<file path="src/hw/rtl/yfmrc_pkg.sv">
package yfmrc_pkg;

	localparam int PixW = 8;
	localparam int RowW = 10;
	localparam int HeightW = 11;
	localparam int TotalW = 21;
	localparam int SumW = 30;
	localparam int CentW = 11;
	localparam int AddrW = 5;
	localparam int DataW = 32;
	localparam int CntW = $clog2(SumW);

	localparam logic [TotalW-1:0] TotalLimit = {TotalW{1'b1}};

	// reset values of the threshold registers
	localparam logic [PixW-1:0] LumaMinRst = 8'd50;
	localparam logic [PixW-1:0] LumaMaxRst = 8'd255;
	localparam logic [PixW-1:0] BlueMinRst = 8'd0;
	localparam logic [PixW-1:0] BlueMaxRst = 8'd140;
	localparam logic [PixW-1:0] RedMinRst = 8'd100;
	localparam logic [PixW-1:0] RedMaxRst = 8'd255;
	localparam logic [HeightW-1:0] HeightRst = 11'd200;

	typedef enum logic [2:0] {
		REG_LUMA_MIN = 3'd0,
		REG_LUMA_MAX = 3'd1,
		REG_BLUE_MIN = 3'd2,
		REG_BLUE_MAX = 3'd3,
		REG_RED_MIN  = 3'd4,
		REG_RED_MAX  = 3'd5,
		REG_HEIGHT   = 3'd6
	} reg_idx_t;

	typedef struct packed {
		logic [PixW-1:0]    luma_min;
		logic [PixW-1:0]    luma_max;
		logic [PixW-1:0]    blue_chroma_min;
		logic [PixW-1:0]    blue_chroma_max;
		logic [PixW-1:0]    red_chroma_min;
		logic [PixW-1:0]    red_chroma_max;
		logic [HeightW-1:0] frame_height;
	} cfg_t;

	typedef struct packed {
		logic accept;    // input request taken this cycle
		logic start_div; // frame end taken: load divider, clear accumulators
		logic div_step;  // one restoring division step
		logic out_load;  // place count and centroid in the result register
	} ctrl_cmd_t;

	typedef struct packed {
		logic div_last;  // current step is the final quotient bit
		logic out_free;  // result register may be loaded this cycle
	} dp_status_t;

endpackage

</file>
<file path="src/hw/rtl/yfmrc_pix_if.sv">
interface yfmrc_pix_if;
	logic                        valid;
	logic                        ready;
	logic [yfmrc_pkg::PixW-1:0]  blue_chroma;
	logic [yfmrc_pkg::PixW-1:0]  luma_first;
	logic [yfmrc_pkg::PixW-1:0]  red_chroma;
	logic [yfmrc_pkg::PixW-1:0]  luma_second;
	logic [yfmrc_pkg::RowW-1:0]  row_index;
	logic                        frame_end;

	modport source (
		output valid, blue_chroma, luma_first, red_chroma, luma_second, row_index, frame_end,
		input ready
	);
	modport sink (
		input valid, blue_chroma, luma_first, red_chroma, luma_second, row_index, frame_end,
		output ready
	);
endinterface

</file>
<file path="src/hw/rtl/yfmrc_res_if.sv">
interface yfmrc_res_if;
	logic                               valid;
	logic                               ready;
	logic [yfmrc_pkg::TotalW-1:0]       floor_pixels;
	logic signed [yfmrc_pkg::CentW-1:0] row_offset;

	modport source (output valid, floor_pixels, row_offset, input ready);
	modport sink (input valid, floor_pixels, row_offset, output ready);
endinterface

</file>
<file path="src/hw/rtl/yuv_floor_mask_row_centroid_top.sv">
// floor colour mask with row centroid over a uyvy stream. each pixel request carries one
// macropixel (shared u and v, two luma samples, row index and a frame-end flag); each of the
// two pixels counts as floor when its luma and the pair's u and v sit inside the inclusive
// ranges held in the apb registers (luma_min 0x00, luma_max 0x04, blue_chroma_min 0x08,
// blue_chroma_max 0x0c, red_chroma_min 0x10, red_chroma_max 0x14, frame_height 0x18).
// floor pixels add to a saturating pixel count and row sum. the frame-end pair is counted
// first, then one result request gives the count and floor(frame_height/2) minus the mean
// floor row (0 when the count is zero), and the sums restart. ordinary pairs are taken one
// per cycle, also while a result waits. a frame-end pair closes the input while the
// restoring divider runs, one quotient bit a cycle, and until the result register is
// loaded; longer if the previous result has not yet been taken. write registers only
// while the block is idle.
module yuv_floor_mask_row_centroid_top (
	input  logic                          clk,
	input  logic                          arst_n,
	input  logic                          psel,
	input  logic                          penable,
	input  logic                          pwrite,
	input  logic [yfmrc_pkg::AddrW-1:0]   paddr,
	input  logic [yfmrc_pkg::DataW-1:0]   pwdata,
	output logic [yfmrc_pkg::DataW-1:0]   prdata,
	output logic                          pready,
	yfmrc_pix_if.sink                     pix,
	yfmrc_res_if.source                   res
);

	yfmrc_pkg::cfg_t       cfg;
	yfmrc_pkg::ctrl_cmd_t  cmd;
	yfmrc_pkg::dp_status_t status;

	// register bank, reads return the stored value
	yfmrc_cfg u_cfg (
		.clk     (clk),
		.arst_n  (arst_n),
		.psel    (psel),
		.penable (penable),
		.pwrite  (pwrite),
		.paddr   (paddr),
		.pwdata  (pwdata),
		.prdata  (prdata),
		.pready  (pready),
		.cfg     (cfg)
	);

	// sequencer: accept, divide, hand the result over
	yfmrc_ctrl u_ctrl (
		.clk          (clk),
		.arst_n       (arst_n),
		.in_valid     (pix.valid),
		.in_frame_end (pix.frame_end),
		.in_ready     (pix.ready),
		.status       (status),
		.cmd          (cmd)
	);

	// classifier, accumulators, divider and result register
	yfmrc_dp u_dp (
		.clk    (clk),
		.arst_n (arst_n),
		.cfg    (cfg),
		.cmd    (cmd),
		.status (status),
		.pix    (pix),
		.res    (res)
	);

endmodule

</file>
<file path="src/hw/rtl/yfmrc_cfg.sv">
module yfmrc_cfg (
	input  logic                          clk,
	input  logic                          arst_n,
	input  logic                          psel,
	input  logic                          penable,
	input  logic                          pwrite,
	input  logic [yfmrc_pkg::AddrW-1:0]   paddr,
	input  logic [yfmrc_pkg::DataW-1:0]   pwdata,
	output logic [yfmrc_pkg::DataW-1:0]   prdata,
	output logic                          pready,
	output yfmrc_pkg::cfg_t               cfg
);

	yfmrc_pkg::cfg_t cfg_q;
	logic [2:0]      idx;
	logic            wr_en;

	assign idx    = paddr[yfmrc_pkg::AddrW-1:2];
	assign wr_en  = psel & penable & pwrite;
	assign pready = 1'b1;
	assign cfg    = cfg_q;

	always_ff @(posedge clk or negedge arst_n) begin
		if (!arst_n) begin
			cfg_q.luma_min        <= yfmrc_pkg::LumaMinRst;
			cfg_q.luma_max        <= yfmrc_pkg::LumaMaxRst;
			cfg_q.blue_chroma_min <= yfmrc_pkg::BlueMinRst;
			cfg_q.blue_chroma_max <= yfmrc_pkg::BlueMaxRst;
			cfg_q.red_chroma_min  <= yfmrc_pkg::RedMinRst;
			cfg_q.red_chroma_max  <= yfmrc_pkg::RedMaxRst;
			cfg_q.frame_height    <= yfmrc_pkg::HeightRst;
		end else if (wr_en) begin
			case (idx)
				yfmrc_pkg::REG_LUMA_MIN: cfg_q.luma_min <= pwdata[7:0];
				yfmrc_pkg::REG_LUMA_MAX: cfg_q.luma_max <= pwdata[7:0];
				yfmrc_pkg::REG_BLUE_MIN: cfg_q.blue_chroma_min <= pwdata[7:0];
				yfmrc_pkg::REG_BLUE_MAX: cfg_q.blue_chroma_max <= pwdata[7:0];
				yfmrc_pkg::REG_RED_MIN:  cfg_q.red_chroma_min <= pwdata[7:0];
				yfmrc_pkg::REG_RED_MAX:  cfg_q.red_chroma_max <= pwdata[7:0];
				yfmrc_pkg::REG_HEIGHT:   cfg_q.frame_height <= pwdata[10:0];
				default: ;
			endcase
		end
	end

	always_comb begin
		prdata = '0;
		case (idx)
			yfmrc_pkg::REG_LUMA_MIN: prdata[7:0] = cfg_q.luma_min;
			yfmrc_pkg::REG_LUMA_MAX: prdata[7:0] = cfg_q.luma_max;
			yfmrc_pkg::REG_BLUE_MIN: prdata[7:0] = cfg_q.blue_chroma_min;
			yfmrc_pkg::REG_BLUE_MAX: prdata[7:0] = cfg_q.blue_chroma_max;
			yfmrc_pkg::REG_RED_MIN:  prdata[7:0] = cfg_q.red_chroma_min;
			yfmrc_pkg::REG_RED_MAX:  prdata[7:0] = cfg_q.red_chroma_max;
			yfmrc_pkg::REG_HEIGHT:   prdata[10:0] = cfg_q.frame_height;
			default:                 prdata = '0;
		endcase
	end

endmodule

</file>
<file path="src/hw/rtl/yfmrc_ctrl.sv">
module yfmrc_ctrl (
	input  logic                   clk,
	input  logic                   arst_n,
	input  logic                   in_valid,
	input  logic                   in_frame_end,
	output logic                   in_ready,
	input  yfmrc_pkg::dp_status_t  status,
	output yfmrc_pkg::ctrl_cmd_t   cmd
);

	typedef enum logic [2:0] {
		ST_IDLE   = 3'b001,
		ST_DIVIDE = 3'b010,
		ST_FINISH = 3'b100
	} state_t;

	state_t state_q, state_d;

	always_ff @(posedge clk or negedge arst_n) begin
		if (!arst_n) begin
			state_q <= ST_IDLE;
		end else begin
			state_q <= state_d;
		end
	end

	assign in_ready = (state_q == ST_IDLE);

	always_comb begin
		state_d       = state_q;
		cmd           = '0;
		cmd.accept    = in_ready & in_valid;
		case (state_q)
			ST_IDLE: begin
				if (cmd.accept && in_frame_end) begin
					cmd.start_div = 1'b1;
					state_d       = ST_DIVIDE;
				end
			end
			ST_DIVIDE: begin
				cmd.div_step = 1'b1;
				if (status.div_last) begin
					state_d = ST_FINISH;
				end
			end
			ST_FINISH: begin
				// wait for the result register to drain
				if (status.out_free) begin
					cmd.out_load = 1'b1;
					state_d      = ST_IDLE;
				end
			end
			default: state_d = ST_IDLE;
		endcase
	end

endmodule

</file>
<file path="src/hw/rtl/yfmrc_dp.sv">
module yfmrc_dp (
	input  logic                   clk,
	input  logic                   arst_n,
	input  yfmrc_pkg::cfg_t        cfg,
	input  yfmrc_pkg::ctrl_cmd_t   cmd,
	output yfmrc_pkg::dp_status_t  status,
	yfmrc_pix_if.sink              pix,
	yfmrc_res_if.source            res
);

	localparam int TotalW = yfmrc_pkg::TotalW;
	localparam int SumW   = yfmrc_pkg::SumW;
	localparam int RowW   = yfmrc_pkg::RowW;
	localparam int CentW  = yfmrc_pkg::CentW;
	localparam int CntW   = yfmrc_pkg::CntW;

	// accumulators
	logic [TotalW-1:0] pixel_total_q;
	logic [SumW-1:0]   row_sum_q;
	// divider
	logic [SumW-1:0]   dvd_q;
	logic [TotalW-1:0] dvs_q;
	logic [TotalW-1:0] rem_q;
	logic [CentW-1:0]  quo_q;
	logic [CntW-1:0]   cnt_q;
	// result register
	logic                    out_valid_q;
	logic [TotalW-1:0]       floor_pixels_q;
	logic [CentW-1:0]        row_offset_q;

	logic              chroma_ok, pass0, pass1;
	logic [1:0]        n_pix;
	logic [TotalW:0]   total_sum;
	logic [TotalW-1:0] total_next;
	logic [RowW:0]     row_add;
	logic [SumW:0]     sum_sum;
	logic [SumW-1:0]   sum_next;
	logic [TotalW:0]   rem_shift;
	logic [TotalW:0]   rem_diff;
	logic              q_bit;
	logic [CentW-1:0]  centroid;

	// classification of both pixels of the pair
	assign chroma_ok = (pix.blue_chroma >= cfg.blue_chroma_min)
		&& (pix.blue_chroma <= cfg.blue_chroma_max)
		&& (pix.red_chroma >= cfg.red_chroma_min)
		&& (pix.red_chroma <= cfg.red_chroma_max);
	assign pass0 = chroma_ok && (pix.luma_first >= cfg.luma_min)
		&& (pix.luma_first <= cfg.luma_max);
	assign pass1 = chroma_ok && (pix.luma_second >= cfg.luma_min)
		&& (pix.luma_second <= cfg.luma_max);
	assign n_pix = {1'b0, pass0} + {1'b0, pass1};

	// saturating accumulate
	assign total_sum  = {1'b0, pixel_total_q} + {{(TotalW-1){1'b0}}, n_pix};
	assign total_next = total_sum[TotalW] ? yfmrc_pkg::TotalLimit : total_sum[TotalW-1:0];
	assign row_add    = n_pix[1] ? {pix.row_index, 1'b0}
		: (n_pix[0] ? {1'b0, pix.row_index} : '0);
	assign sum_sum    = {1'b0, row_sum_q} + {{(SumW-RowW){1'b0}}, row_add};
	assign sum_next   = sum_sum[SumW] ? {SumW{1'b1}} : sum_sum[SumW-1:0];

	always_ff @(posedge clk or negedge arst_n) begin
		if (!arst_n) begin
			pixel_total_q <= '0;
			row_sum_q     <= '0;
		end else if (cmd.start_div) begin
			pixel_total_q <= '0;
			row_sum_q     <= '0;
		end else if (cmd.accept) begin
			pixel_total_q <= total_next;
			row_sum_q     <= sum_next;
		end
	end

	// restoring division, one quotient bit a step
	assign rem_shift = {rem_q, dvd_q[SumW-1]};
	assign rem_diff  = rem_shift - {1'b0, dvs_q};
	assign q_bit     = (rem_shift >= {1'b0, dvs_q});

	always_ff @(posedge clk or negedge arst_n) begin
		if (!arst_n) begin
			cnt_q <= '0;
		end else if (cmd.start_div) begin
			cnt_q <= '0;
		end else if (cmd.div_step) begin
			cnt_q <= cnt_q + CntW'(1);
		end
	end

	always_ff @(posedge clk) begin
		if (cmd.start_div) begin
			dvd_q <= sum_next;
			dvs_q <= total_next;
			rem_q <= '0;
			quo_q <= '0;
		end else if (cmd.div_step) begin
			dvd_q <= {dvd_q[SumW-2:0], 1'b0};
			rem_q <= q_bit ? rem_diff[TotalW-1:0] : rem_shift[TotalW-1:0];
			quo_q <= {quo_q[CentW-2:0], q_bit};
		end
	end

	assign status.div_last = (cnt_q == CntW'(SumW - 1));
	assign status.out_free = !out_valid_q || res.ready;

	// only the low bits of the mean reach the wrapped centroid
	assign centroid = (dvs_q == '0) ? '0
		: ({1'b0, cfg.frame_height[CentW-1:1]} - quo_q);

	always_ff @(posedge clk or negedge arst_n) begin
		if (!arst_n) begin
			out_valid_q <= 1'b0;
		end else if (cmd.out_load) begin
			out_valid_q <= 1'b1;
		end else if (res.ready) begin
			out_valid_q <= 1'b0;
		end
	end

	always_ff @(posedge clk) begin
		if (cmd.out_load) begin
			floor_pixels_q <= dvs_q;
			row_offset_q   <= centroid;
		end
	end

	assign res.valid        = out_valid_q;
	assign res.floor_pixels = floor_pixels_q;
	assign res.row_offset   = row_offset_q;

endmodule

</file>
<file path="src/flat_wrapper.sv">
// flat-port wrapper written by rule: the top's interface ports become plain ports
module yuv_floor_mask_row_centroid_top_flat 
  (clk, arst_n, psel, penable, pwrite, paddr, pwdata, prdata, pready, pix_valid, pix_blue_chroma, pix_luma_first, pix_red_chroma, pix_luma_second, pix_row_index, pix_frame_end, pix_ready, res_valid, res_floor_pixels, res_row_offset, res_ready);
  yfmrc_pix_if pix_i ();
  yfmrc_res_if res_i ();
  input  logic clk;
  input  logic arst_n;
  input  logic psel;
  input  logic penable;
  input  logic pwrite;
  input  logic [yfmrc_pkg::AddrW-1:0] paddr;
  input  logic [yfmrc_pkg::DataW-1:0] pwdata;
  output logic [yfmrc_pkg::DataW-1:0] prdata;
  output logic pready;
  input wire logic [$bits(pix_i.valid)-1:0] pix_valid;
  input wire logic [$bits(pix_i.blue_chroma)-1:0] pix_blue_chroma;
  input wire logic [$bits(pix_i.luma_first)-1:0] pix_luma_first;
  input wire logic [$bits(pix_i.red_chroma)-1:0] pix_red_chroma;
  input wire logic [$bits(pix_i.luma_second)-1:0] pix_luma_second;
  input wire logic [$bits(pix_i.row_index)-1:0] pix_row_index;
  input wire logic [$bits(pix_i.frame_end)-1:0] pix_frame_end;
  output wire logic [$bits(pix_i.ready)-1:0] pix_ready;
  output wire logic [$bits(res_i.valid)-1:0] res_valid;
  output wire logic [$bits(res_i.floor_pixels)-1:0] res_floor_pixels;
  output wire logic [$bits(res_i.row_offset)-1:0] res_row_offset;
  input wire logic [$bits(res_i.ready)-1:0] res_ready;
  assign pix_i.valid = pix_valid;
  assign pix_i.blue_chroma = pix_blue_chroma;
  assign pix_i.luma_first = pix_luma_first;
  assign pix_i.red_chroma = pix_red_chroma;
  assign pix_i.luma_second = pix_luma_second;
  assign pix_i.row_index = pix_row_index;
  assign pix_i.frame_end = pix_frame_end;
  assign pix_ready = pix_i.ready;
  assign res_valid = res_i.valid;
  assign res_floor_pixels = res_i.floor_pixels;
  assign res_row_offset = res_i.row_offset;
  assign res_i.ready = res_ready;
  yuv_floor_mask_row_centroid_top u_core (.clk(clk), .arst_n(arst_n), .psel(psel), .penable(penable), .pwrite(pwrite), .paddr(paddr), .pwdata(pwdata), .prdata(prdata), .pready(pready), .pix(pix_i), .res(res_i));
endmodule
</file>
<file path="config.mk">
export PLATFORM = sky130hd
export DESIGN_NAME = yuv_floor_mask_row_centroid_top_flat
export DESIGN_NICKNAME = d
export VERILOG_FILES = /design/src/hw/rtl/yfmrc_pkg.sv /design/src/hw/rtl/yfmrc_pix_if.sv /design/src/hw/rtl/yfmrc_res_if.sv /design/src/hw/rtl/yuv_floor_mask_row_centroid_top.sv /design/src/hw/rtl/yfmrc_cfg.sv /design/src/hw/rtl/yfmrc_ctrl.sv /design/src/hw/rtl/yfmrc_dp.sv /design/src/flat_wrapper.sv
export SDC_FILE = /design/constraint.sdc
export NUM_CORES = 1
export LEC_CHECK = 0
export BUFFER_PORTS_ARGS = -buffer_cell sky130_fd_sc_hd__buf_4
export CORE_MARGIN = 2
export CORE_UTILIZATION = 25
export CTS_CLUSTER_SIZE = 25
export DETAILED_ROUTE_END_ITERATION = 6
export GPL_TIMING_DRIVEN = 0
export PLACE_DENSITY = 0.4
export SETUP_SLACK_MARGIN = 0.4
export SLEW_MARGIN = 5
export SYNTH_ARGS = -nofsm -noshare
export SYNTH_HDL_FRONTEND = slang
export SYNTH_SLANG_ARGS = --single-unit
</file>
<file path="constraint.sdc">
create_clock -name clk -period 5.4 [get_ports clk]
set_input_delay 0.54 -clock clk [delete_from_list [all_inputs] [get_ports clk]]
set_output_delay 0.54 -clock clk [all_outputs]
set_load 0.05 [all_outputs]
</file>
==> reports/metrics.yaml, run 1 <==
run_status:
  outcome: "complete, no violations"
timing:
  setup_viol: 0
  fin_ws_ps: 167
  worst_slew_pin_slew_ps: 1200
  finClkSkew_ps: 28.0
  layout_min_cycle_time_ps: 5230
  max_freq_mhz: 191
  slew_headroom_pct: 19.4
  rsz0062_at_grt: "true"
  slew_viol_final: 0
  final_hold_viol_count: 0
  min_period_over_period_pct: 96.9
power:
  power.density_nw_per_um2: 292
  p_sw_share_pct: 31.1
  p_clk_share_pct: 37.3
  ir_worst_vdd_v: 0.000234
  p_leak_nw: 7.95
  internal-power_mw: 3.67
  p_comb_share_pct: 22.1
  power.share.sequential_pct: 40.6
  p_switching_mw: 1.65
global_routing:
  grt_use_met2_pct: 23.9
  gr-usage-met3_pct: 2.06
  grt_max_degree: 71
  grt_pass1_wl_mm: 69.2
  grt_util_all_layers_pct: 14.8
  busiest_layer: "met2"
  grt_antenna_before_repair: 0
  grt_overflow: 0
  grt_use_met1_pct: 20.8
  grt_pass1_vias: 11500
floorplan:
  core_sq_um: 56600
  io_pins: 154
  die_h_microns: 244
  die_x_microns: 244
  rows: 87
  die_area_sq_um: 59400
  start_util_pct: 25.4
drt:
  post_drt_via_cell_ratio: 4.71
  wl_mm: 44.9
  vias: 11700
  route.detailed.drc: 0
  drt_first_pass_iters: 4
  first_iter_violations: 701
  ant_nets: 0
  wire_per_inst_microns: 18.1
cells_and_area:
  drive_gt1_share_pct: 24.6
  layout_common_cells: "166 x buf_4, 130 x nand2_1, 107 x o21ai_0"
  area_growth_pct: 26.8
  final_cells: 2477
  fin_util_pct: 32.2
  fin_nets: 1899
  final_common_cell: "buf_4"
  antenna_cells: 0
critical_path:
  critical_path_class: "flip-flop to flip-flop"
  crit_top_cell: "ha_4"
  end_kind: "flip-flop"
  regToRegSetupSlack_ps: 170
  required_ps: 5710
  r2r_start: "u_core.u_cfg.cfg[12]$_DFFE_PN1P_"
  cpPeakStageDelay_ps: 540
  r2r_end: "u_core.u_dp.dvd_q[14]$_DFFE_PP_"
  start_kind: "flip-flop"
  rr_worst_depth: 26
  path_max_fanout: 6
  cp_slowest_cell: "dfstp_2"
  critPathArrivalTime_ps: 5550
logic_synthesis:
  yosys_most_used_dff: "dfrtp_1"
  ys_seq_area_share_pct: 42.8
  ys_ff_latch: 234
  synth_warnings: 0
  async_flop_share_pct: 50.9
  synth-edff-count: 83
  syn_avg_cell_area_sq_um: 9.63
  synth_cells: 1492
  synth.distinct_cells: 90
  syn-cell-area_sq_um: 14400
clocking:
  worstSkewPairLatency_ps: 590
  clockBufferDepth: 3
  cts_sinks: 234
  numCtsBuffers: 30
  clk_pin_slew_ps: 60
  cts_root_buffer: "clkbuf_16"
  cts_max_level: 1
  cts_tree: "yes"
place:
  hpwlAfterDp_mm: 32.7
  io_buffer_count: 107
  dp_cells: 2377
  post-place-ws_ps: -764
  gp_congestion: 0.821
min_path:
  holdPathStages: 2
  hold_end: "u_core.u_cfg.cfg[10]$_DFFE_PN0P_"
  hold_path.class: "input port to flip-flop"
  hp-start: "pwdata[10]"
flow_run:
  maxCapViolations: 0
how the worst max path moves through the flow:
stage	startpoint	endpoint	slack (ps)	cells after the start
after global placement	pix_red_chroma[0]	u_core.u_dp.dvd_q[14]$_DFFE_PP_	-860	24
after global routing	u_core.u_cfg.cfg[12]$_DFFE_PN1P_	u_core.u_dp.dvd_q[14]$_DFFE_PP_	-20	26
final	u_core.u_cfg.cfg[12]$_DFFE_PN1P_	u_core.u_dp.dvd_q[14]$_DFFE_PP_	170	26
after floorplan	pix_blue_chroma[0]	u_core.u_dp.dvd_q[28]$_DFFE_PP_	400	25
after CTS	u_core.u_cfg.cfg[12]$_DFFE_PN1P_	u_core.u_dp.dvd_q[29]$_DFFE_PP_	260	24
after detailed placement	pix_red_chroma[0]	u_core.u_dp.dvd_q[14]$_DFFE_PP_	-760	24
final cells by class:
class,instances,area (sq um)
multi-input cells,1084,7920
repair buffers,153,1240
clock inverters,18,168
flip-flops and latches,234,6150
inverters,102,383
well taps,756,946
fillers,5952,38400
plain buffers,92,604
clock buffers,38,801
logic make-up after synthesis:
group | after synthesis | share of synthesized area (%)
other | 2 | 0.0523
adder cells (fa/ha/maj) | 115 | 10.2
XOR/XNOR | 55 | 3.35
AO/OA/AOI/OAI | 400 | 17.4
buffers and inverters | 194 | 6.28
multiplexers | 55 | 4.39
AND/OR/NAND/NOR | 437 | 15.5
flip-flops | 234 | 42.8
state kept, by name, summed over array words and instances, names as in the netlist, 3 cells and up:
name / cells
u_core.u_cfg.cfg: 59
u_core.u_dp.dvd_q: 30
u_core.u_dp.row_sum_q: 30
u_core.u_dp.dvs_q: 21
u_core.u_dp.pixel_total_q: 21
u_core.u_dp.rem_q: 21
u_core.u_dp.res.floor_pixels: 21
u_core.u_dp.quo_q: 11
u_core.u_dp.res.row_offset: 11
u_core.u_dp.cnt_q: 5
u_core.u_ctrl.state_q: 3
routing by layer:
layer	routed length [microns]	vias to the layer above
li1	-	5754
met1	21300	5658
met2	20900	197
met3	1770	47
met4	908	0
met5	0	-
through the flow:
stage          hold WS, ps  power, mW  area (sq um)  TNS, ps
2_1_floorplan          244       2.93         14500        0
3_3_place_gp           459       3.30         16200   -35690
3_5_place_dp           464       3.32         16300   -32330
4_1_cts                164       5.38         17700        0
5_1_grt                164       5.63         18200    -23.0
6_report               195       5.32         18200        0
critical path, delay by kind of cell, from the launching register on:
kind,cells,cell delay (ps)
fa+ha+maj,4,820
simple gates,8,1470
buf+inv,4,360
xor+xnor,1,250
flops,1,540
compound gates,9,1540
synthesized netlist by cell type (32+ instances only):
cell        n  area, sq um
nand2_1   131          492
o21ai_0   118          591
ha_1      111         1390
a21oi_1   105          526
inv_1     102          383
nor2_1     97          364
dfrtp_1    90         2250
edfxtp_1   83         2490
clkbuf_1   45          169
nand3_1    39          195
dfxtp_1    32          641
xnor2_1    32          280
what timing repair did:
action,in CTS,in global routing
cloned,1,2
pin swaps,22,43
setup endpoints to repair,76,73
hold endpoints to repair,49,0
hold buffers,1,0
gates resized for setup,61,89
buffers inserted,15,25
power groups by stage:
stage          Clock [mW]  Combinational, mW  Sequential, mW
3_5_place_dp            0               1.13            2.19
2_1_floorplan           0              0.797            2.13
3_3_place_gp            0               1.12            2.19
4_1_cts              2.05               1.17            2.16
6_report             1.98               1.18            2.16
5_1_grt              2.13               1.33            2.17
No activity file was read; power rests on OpenSTA's default activity.
==> run 2: changes to the inputs <==
CORE_ASPECT_RATIO = 1.75   (was not set)
clock period = 4.4 ns   (was 5.4 ns; I/O delays follow)
==> run 2 against run 1 <==
Compared with the run above: the run now ends with setup timing left; clock power rose by 14%; design area rose by 4.1%; power rose by 21%; combinational power rose by 30%; wire length rose by 6.0%; via count rose by 1.0%; sequential cell count did not move.
==> reports/metrics.yaml, run 2 (synthesis results as in run 1) <==
run_status:
  outcome: "finished, violations left"
  failed_checks: "setup timing"
place:
  hpwlAfterDp_mm: 35.5  # +8.6%
  io_buffer_count: 107  # unchanged
  dpl_cell_area_sq_um: 16500  # +1.7%
  gp_congestion: 0.844  # +2.8%
global_routing:
  grt_antenna_before_repair: 0  # unchanged
  grt_overflow: 0  # unchanged
  grt_pass1_vias: 12500  # +8.1%
  grt_pass1_wl_mm: 73.0  # +5.6%
  grt_max_degree: 79  # +11%
  grt_util_all_layers_pct: 16.2  # +1.4 points
cells_and_area:
  nFillCells: 5873  # -1.3%
  fin_nets: 1923  # +1.3%
  largest_register_ffs: 59  # unchanged
  drive_gt1_share_pct: 30.3  # +5.6 points
  layout_common_cells: "169 x buf_4, 122 x nand2_1, 100 x ha_1"
  final_common_cell: "buf_4"
  final_area_sq_um: 19000  # +4.1%
  antenna_cells: 0  # unchanged
  fin_util_pct: 33.2  # +1.1 points
  area_growth_pct: 31.9
floorplan:
  die_h_microns: 321  # +32%
  die_x_microns: 185  # -24%
  die_area_sq_um: 59500  # +0.12%
  core_sq_um: 57000  # +0.77%
  rows: 116  # +33%
  start_util_pct: 25.2  # -0.19 points
  io_pins: 154  # unchanged
drt:
  drt_first_pass_iters: 4  # unchanged
  wl_mm: 47.5  # +6.0%
  vias: 11800  # +1.0%
  wire_per_inst_microns: 19.0  # +4.7%
  first_iter_violations: 587  # -16%
  route.detailed.drc: 0  # unchanged
  post_drt_via_cell_ratio: 4.69  # -0.24%
  ant_nets: 0  # unchanged
critical_path:
  end_kind: "flip-flop"
  crit_chain: "inv_2 -> ha_4 -> a21o_1 -> a21o_1 -> a21oi_2 -> o21a_1 -> o22ai_2 -> a211o_1 -> and4b_2 -> ha_4 -> nor2b_4 -> buf_8 -> a22o_1 -> ha_4 -> a21o_1 -> or3_4 -> o221ai_4 -> buf_4 -> o21ai_4 -> and3_4 -> buf_12 -> buf_12 -> a21oi_4 -> o21ai_0"
  crit_buf_inv: 5  # +1
  start_kind: "flip-flop"
  r2r_start: "u_core.u_cfg.cfg[16]$_DFFE_PN1P_"
  cpPeakStageDelay_ps: 540  # about the same
  critical_path_cell_count: 24  # -7.7%
  r2r_end: "u_core.u_dp.dvd_q[2]$_DFFE_PP_"
  cp_slowest_cell: "dfstp_2"
  critPathArrivalTime_ps: 5400  # -150 ps
  rr_worst_depth: 24  # -7.7%
  path_max_fanout: 5  # -1
  regToRegSetupSlack_ps: -730  # -900 ps
  required_ps: 4670  # -1040 ps
  crit_family: "compound AO/OA/AOI/OAI gates"
  critical_path_class: "flip-flop to flip-flop"
power:
  power.share.sequential_pct: 41.1  # +0.5 points
  p_comb_share_pct: 23.9  # +1.8 points
  p_switching_mw: 2.01  # +22%
  p_leak_nw: 8.21  # +3.3%
  p_total_mw: 6.41  # +21%
  p_clk_share_pct: 35.0  # -2.3 points
  internal-power_mw: 4.39  # +20%
  p_sw_share_pct: 31.4  # +0.35 points
  power.density_nw_per_um2: 338  # +16%
  ir_worst_vdd_v: 0.000240  # +2.4%
timing:
  slew_viol_final: 0  # unchanged
  rsz0062_at_grt: "true"
  final_hold_viol_count: 0  # unchanged
  setup_viol: 81  # +81
  max_freq_mhz: 195  # +2.0%
  worst_slew_pin_slew_ps: 1090  # -110 ps
  finClkSkew_ps: 25.2  # -2.76 ps
  layout_min_cycle_time_ps: 5130  # -104 ps
  slew_headroom_pct: 26.9  # +7.5 points
  min_period_over_period_pct: 117  # +20 points
  fin_tns_setup_ps: -37640  # -37640 ps
  fin_ws_ps: -729  # -896 ps
clocking:
  clk_pin_slew_ps: 70  # about the same
  worstSkewPairLatency_ps: 560  # -30 ps
  cts_tree: "yes"
  cts_max_level: 1  # unchanged
  cts_sinks: 234  # unchanged
  clockBufferDepth: 3  # unchanged
  cts_root_buffer: "clkbuf_16"
  numCtsBuffers: 26  # -13%
flow_run:
  maxCapViolations: 0  # unchanged
min_path:
  hp-start: "pwdata[8]"
  hold_path.class: "input port to flip-flop"
  holdPathStages: 2  # unchanged
  hold_end: "u_core.u_cfg.cfg[8]$_DFFE_PN0P_"
run 2: cell types whose count changed in the layout (fill, tap and decap cells not counted), moves of 8 or more:
cell,before,now
a21oi_1,96,74
a21oi_2,9,29
buf_6,13,31
o21ai_2,5,17
o21ai_0,107,97
inv_1,98,90
nand2_1,130,122
run 2: power groups by stage:
| stage | Sequential, mW | Combinational [mW] | Clock (mW) |
|---|---|---|---|
| 2_1_floorplan | 2.61 | 1.00 | 0 |
| 3_3_place_gp | 2.67 | 1.43 | 0 |
| 3_5_place_dp | 2.68 | 1.46 | 0 |
| 4_1_cts | 2.63 | 1.51 | 2.34 |
| 5_1_grt | 2.66 | 1.72 | 2.41 |
| 6_report | 2.63 | 1.53 | 2.25 |
run 2: metal layers:
metal | GRT usage (%) | vias to the layer above | part of all wire [%]
met1 | 17.3 | 5685 | 38
met4 | 6.93 | 0 | 4.2
met3 | 1.99 | 82 | 3.3
met5 | 0 | - | 0
met2 | 31.2 | 221 | 54
li1 | - | 5785 | -
run 2: worst max-delay path by stage:
stage	startpoint	end	slack, ps
4_1_cts	u_core.u_cfg.cfg[16]$_DFFE_PN1P_	u_core.u_dp.dvd_q[29]$_DFFE_PP_	-730
3_3_place_gp	pix_red_chroma[0]	u_core.u_dp.dvd_q[18]$_DFFE_PP_	-1390
6_report	u_core.u_cfg.cfg[16]$_DFFE_PN1P_	u_core.u_dp.dvd_q[2]$_DFFE_PP_	-730
3_5_place_dp	pix_red_chroma[0]	u_core.u_dp.dvd_q[16]$_DFFE_PP_	-1400
2_1_floorplan	u_core.u_cfg.cfg[16]$_DFFE_PN1P_	u_core.u_dp.dvd_q[28]$_DFFE_PP_	-270
5_1_grt	u_core.u_cfg.cfg[16]$_DFFE_PN1P_	u_core.u_dp.dvd_q[28]$_DFFE_PP_	-920
run 2: timing repair:
item	4_1_cts	5_1_grt
buffers inserted	42	24
hold buffers	1	0
endpoints found under the setup margin	102	132
pin swaps	57	38
resized for setup	122	96
hold endpoints to repair	24	0
gates cloned	4	1
run 2: final cells by class:
type	instances	area, sq um	share of cell area [%]
repair buffers	181	1600	8.45
inverters	102	389	2.05
clock buffers	32	714	3.77
flip-flops and latches	234	6150	32.4
clock inverters	16	141	0.746
multi-input cells	1084	8340	44.0
plain buffers	92	653	3.45
well taps	767	960	5.06
run 2: worst reg2reg max path, cell delays in order (launching register included):
cell and delay [ps]:
dfstp_2 540, inv_2 50, ha_4 210, a21o_1 150
a21o_1 180, a21oi_2 130, o21a_1 160, o22ai_2 60
a211o_1 360, and4b_2 370, ha_4 220, nor2b_4 140
buf_8 130, a22o_1 210, ha_4 240, a21o_1 190
or3_4 360, o221ai_4 220, buf_4 160, o21ai_4 70
and3_4 190, buf_12 140, buf_12 140, a21oi_4 160
o21ai_0 90
run 2: stage by stage:
stage / hold WS (ps) / std cells / setup slack (ps)
2_1_floorplan: 144 / 1512 / -269
3_3_place_gp: 447 / 2386 / -1390
3_5_place_dp: 407 / 2388 / -1400
4_1_cts: 107 / 2483 / -734
5_1_grt: 120 / 2508 / -917
6_report: 139 / 2508 / -729
==> run 3: changes to the inputs <==
--- a/config.mk
+++ b/config.mk
@@ -14,3 +14,3 @@
 export GPL_TIMING_DRIVEN = 0
-export PLACE_DENSITY = 0.4
+export PLACE_DENSITY = 0.39
 export SETUP_SLACK_MARGIN = 0.4
==> constraint.sdc (replaced) <==
create_clock -name clk -period 6.4 [get_ports clk]
set_input_delay 0.64 -clock clk [delete_from_list [all_inputs] [get_ports clk]]
set_output_delay 0.64 -clock clk [all_outputs]
set_load 0.005 [all_outputs]
==> run 3 against run 2 <==
Compared with the run above: the run now ends clean; design area down 8.9%; count of clock-buffer cells in the layout shrank 2; non-clock buffer count shrank 69; wire length down 2.2%; critical path depth up 1; core utilization fell by 2.9 points; worst hold slack improved by 180 ps; via count decreased by 3.1%; global-route usage shrank 0.43 points; clock skew shrank 14 ps; cell count shrank 2.7%; power fell by 32%; critical path type unchanged; critical endpoint is now u_core.u_dp.dvd_q[28]$_DFFE_PP_.
==> reports/metrics.yaml, run 3 (synthesis results as in run 1) <==
timing:
  slew_viol_final: 0  # unchanged
  max_freq_mhz: 176  # -9.8%
  fin_ws_ps: 712  # +1440 ps
  finClkSkew_ps: 11.0  # -14.2 ps
  setup_viol: 0  # -100%
  rsz0062_at_grt: "false"
  slew_headroom_pct: 16.8  # -10 points
  worst_slew_pin_slew_ps: 1250  # +154 ps
  final_hold_viol_count: 0  # unchanged
  min_period_over_period_pct: 88.9  # -28 points
  layout_min_cycle_time_ps: 5690  # +559 ps
critical_path:
  regToRegSetupSlack_ps: 710  # +1440 ps
  critPathArrivalTime_ps: 5990  # +590 ps
  cp_slowest_cell: "dfstp_2"
  end_kind: "flip-flop"
  cpPeakStageDelay_ps: 550  # about the same
  required_ps: 6700  # +2030 ps
  r2r_end: "u_core.u_dp.dvd_q[28]$_DFFE_PP_"
  rr_worst_depth: 25  # +4.2%
  r2r_start: "u_core.u_cfg.cfg[12]$_DFFE_PN1P_"
  critical_path_class: "flip-flop to flip-flop"
  crit_family: "compound AO/OA/AOI/OAI gates"
  crit_buf_inv: 3  # -2
  path_max_fanout: 10  # +5
  start_kind: "flip-flop"
global_routing:
  grt_util_all_layers_pct: 15.7  # -0.43 points
  grt_pass1_wl_mm: 71.3  # -2.3%
  grt_pass1_vias: 12100  # -3.3%
  grt_max_degree: 78  # -1.3%
  grt_antenna_before_repair: 0  # unchanged
  grt_overflow: 0  # unchanged
power:
  power.density_nw_per_um2: 253  # -25%
  p_switching_mw: 1.31  # -35%
  power.share.sequential_pct: 41.6  # +0.5 points
  ir_worst_vdd_v: 0.000184  # -23%
  p_comb_share_pct: 20.7  # -3.2 points
  p_sw_share_pct: 29.9  # -1.5 points
  internal-power_mw: 3.06  # -30%
  p_leak_nw: 7.63  # -7.0%
  p_clk_share_pct: 37.7  # +2.7 points
floorplan:
  rows: 116  # unchanged
  start_util_pct: 25.2  # unchanged
  core_sq_um: 57000  # unchanged
  die_x_microns: 185  # unchanged
  die_area_sq_um: 59500  # unchanged
  die_h_microns: 321  # unchanged
  io_pins: 154  # unchanged
cells_and_area:
  final_area_sq_um: 17300  # -8.9%
  antenna_cells: 0  # unchanged
  area_growth_pct: 20.2
  multi_input_area_sq_um: 7440  # -11%
  fin_nets: 1855  # -3.5%
  final_cells: 2441  # -2.7%
  layout_common_cells: "132 x buf_4, 131 x nand2_1, 118 x o21ai_0"
  final_common_cell: "buf_4"
  drive_gt1_share_pct: 18.5  # -12 points
  nFillCells: 6044  # +2.9%
  ff_latch_area_sq_um: 6150  # unchanged
  largest_register_ffs: 59  # unchanged
flow_run:
  maxCapViolations: 0  # unchanged
clocking:
  clockBufferDepth: 3  # unchanged
  clk_pin_slew_ps: 70  # about the same
  cts_sinks: 234  # unchanged
  cts_root_buffer: "clkbuf_16"
  cts_tree: "yes"
  numCtsBuffers: 27  # +3.8%
  worstSkewPairLatency_ps: 570  # about the same
  cts_max_level: 1  # unchanged
drt:
  wire_per_inst_microns: 19.0  # +0.48%
  ant_nets: 0  # unchanged
  drt_first_pass_iters: 5  # +1
  first_iter_violations: 455  # -22%
  post_drt_via_cell_ratio: 4.67  # -0.41%
  vias: 11400  # -3.1%
  wl_mm: 46.5  # -2.2%
  route.detailed.drc: 0  # unchanged
place:
  hpwlAfterDp_mm: 35.9  # +1.2%
  dpl_cell_area_sq_um: 16300  # -1.5%
  gp_congestion: 0.828  # -1.9%
  post-place-ws_ps: -159  # +1240 ps
  io_buffer_count: 107  # unchanged
  dp_cells: 2389  # +0.042%
run_status:
  outcome: "complete, no violations"
min_path:
  hp-start: "pwdata[10]"
  hold_end: "u_core.u_cfg.cfg[10]$_DFFE_PN0P_"
  holdPathStages: 2  # unchanged
  hold_path.class: "input port to flip-flop"
[run 3: cell count changes in the layout (fill, tap and decap cells not counted), moves of 12 or more]
cell,delta
buf_4,-37
and3_4,-14
inv_1,+12
buf_6,-24
o21ai_2,-16
a21oi_1,+31
a21oi_2,-29
o21ai_0,+21
[run 3: worst max-delay path by stage]
stage | start | end | slack, ps | cells after the start
finish | u_core.u_cfg.cfg[12]$_DFFE_PN1P_ | u_core.u_dp.dvd_q[28]$_DFFE_PP_ | 710 | 25
floorplan | pix_blue_chroma[0] | u_core.u_dp.dvd_q[28]$_DFFE_PP_ | 1120 | 25
global route | u_core.u_cfg.cfg[12]$_DFFE_PN1P_ | u_core.u_dp.dvd_q[28]$_DFFE_PP_ | 410 | 25
CTS | u_core.u_cfg.cfg[16]$_DFFE_PN1P_ | u_core.u_dp.dvd_q[28]$_DFFE_PP_ | 450 | 22
global placement | pix_red_chroma[0] | u_core.u_dp.dvd_q[14]$_DFFE_PP_ | -150 | 24
detailed placement | pix_blue_chroma[0] | u_core.u_dp.dvd_q[14]$_DFFE_PP_ | -160 | 26
[run 3: layout make-up]
type | instances | area share (%)
sequential | 234 | 35.6
buffer | 92 | 3.05
clock inverter | 20 | 1.15
tap | 767 | 5.56
clock buffer | 30 | 4.16
timing repair buffer | 112 | 5.17
multi-input combinational | 1084 | 43.1
inverter | 102 | 2.22
[run 3: worst reg2reg max path, delay by kind of cell, from the launching register on]
kind | cells | cell delay [ps]
flops | 1 | 550
mux | 1 | 190
buf+inv | 3 | 360
fa+ha+maj | 4 | 1040
simple gates | 8 | 1630
compound gates | 9 | 1670
[run 3: repair_timing]
action	CTS	global route
pin swaps	1	2
resized for setup	3	13
endpoints found under the hold margin	2	0
setup buffers	1	0
endpoints found under the setup margin	20	37
hold buffers	1	0
[run 3: stage by stage]
step / util (%) / setup TNS (ps) / hold slack, ps / total power [mW]
after global routing: 30.3 / 0 / 300 / 4.62
after detailed placement: 28.5 / -890 / 442 / 2.77
after floorplan: - / 0 / 344 / 2.40
final: 30.3 / 0 / 316 / 4.37
after CTS: 30.2 / 0 / 289 / 4.45
after global placement: 28.4 / -789 / 442 / 2.75
[run 3: power by group through the flow]
| stage | Combinational (mW) | Clock [mW] | Sequential, mW |
|---|---|---|---|
| 2_1_floorplan | 0.606 | 0 | 1.80 |
| 3_3_place_gp | 0.903 | 0 | 1.85 |
| 3_5_place_dp | 0.918 | 0 | 1.85 |
| 4_1_cts | 0.923 | 1.70 | 1.82 |
| 5_1_grt | 1.03 | 1.76 | 1.83 |
| 6_report | 0.904 | 1.65 | 1.82 |
[run 3: per-layer routing]
metal  vias to the layer above  global-route usage [%]  routed length (microns)
met1                      5494                    17.0                    18000
met4                         0                    5.34                     1400
met2                       204                    31.2                    25800
li1                       5651                       -                        -
met5                         -                       0                        0
met3                        62                    1.48                     1300
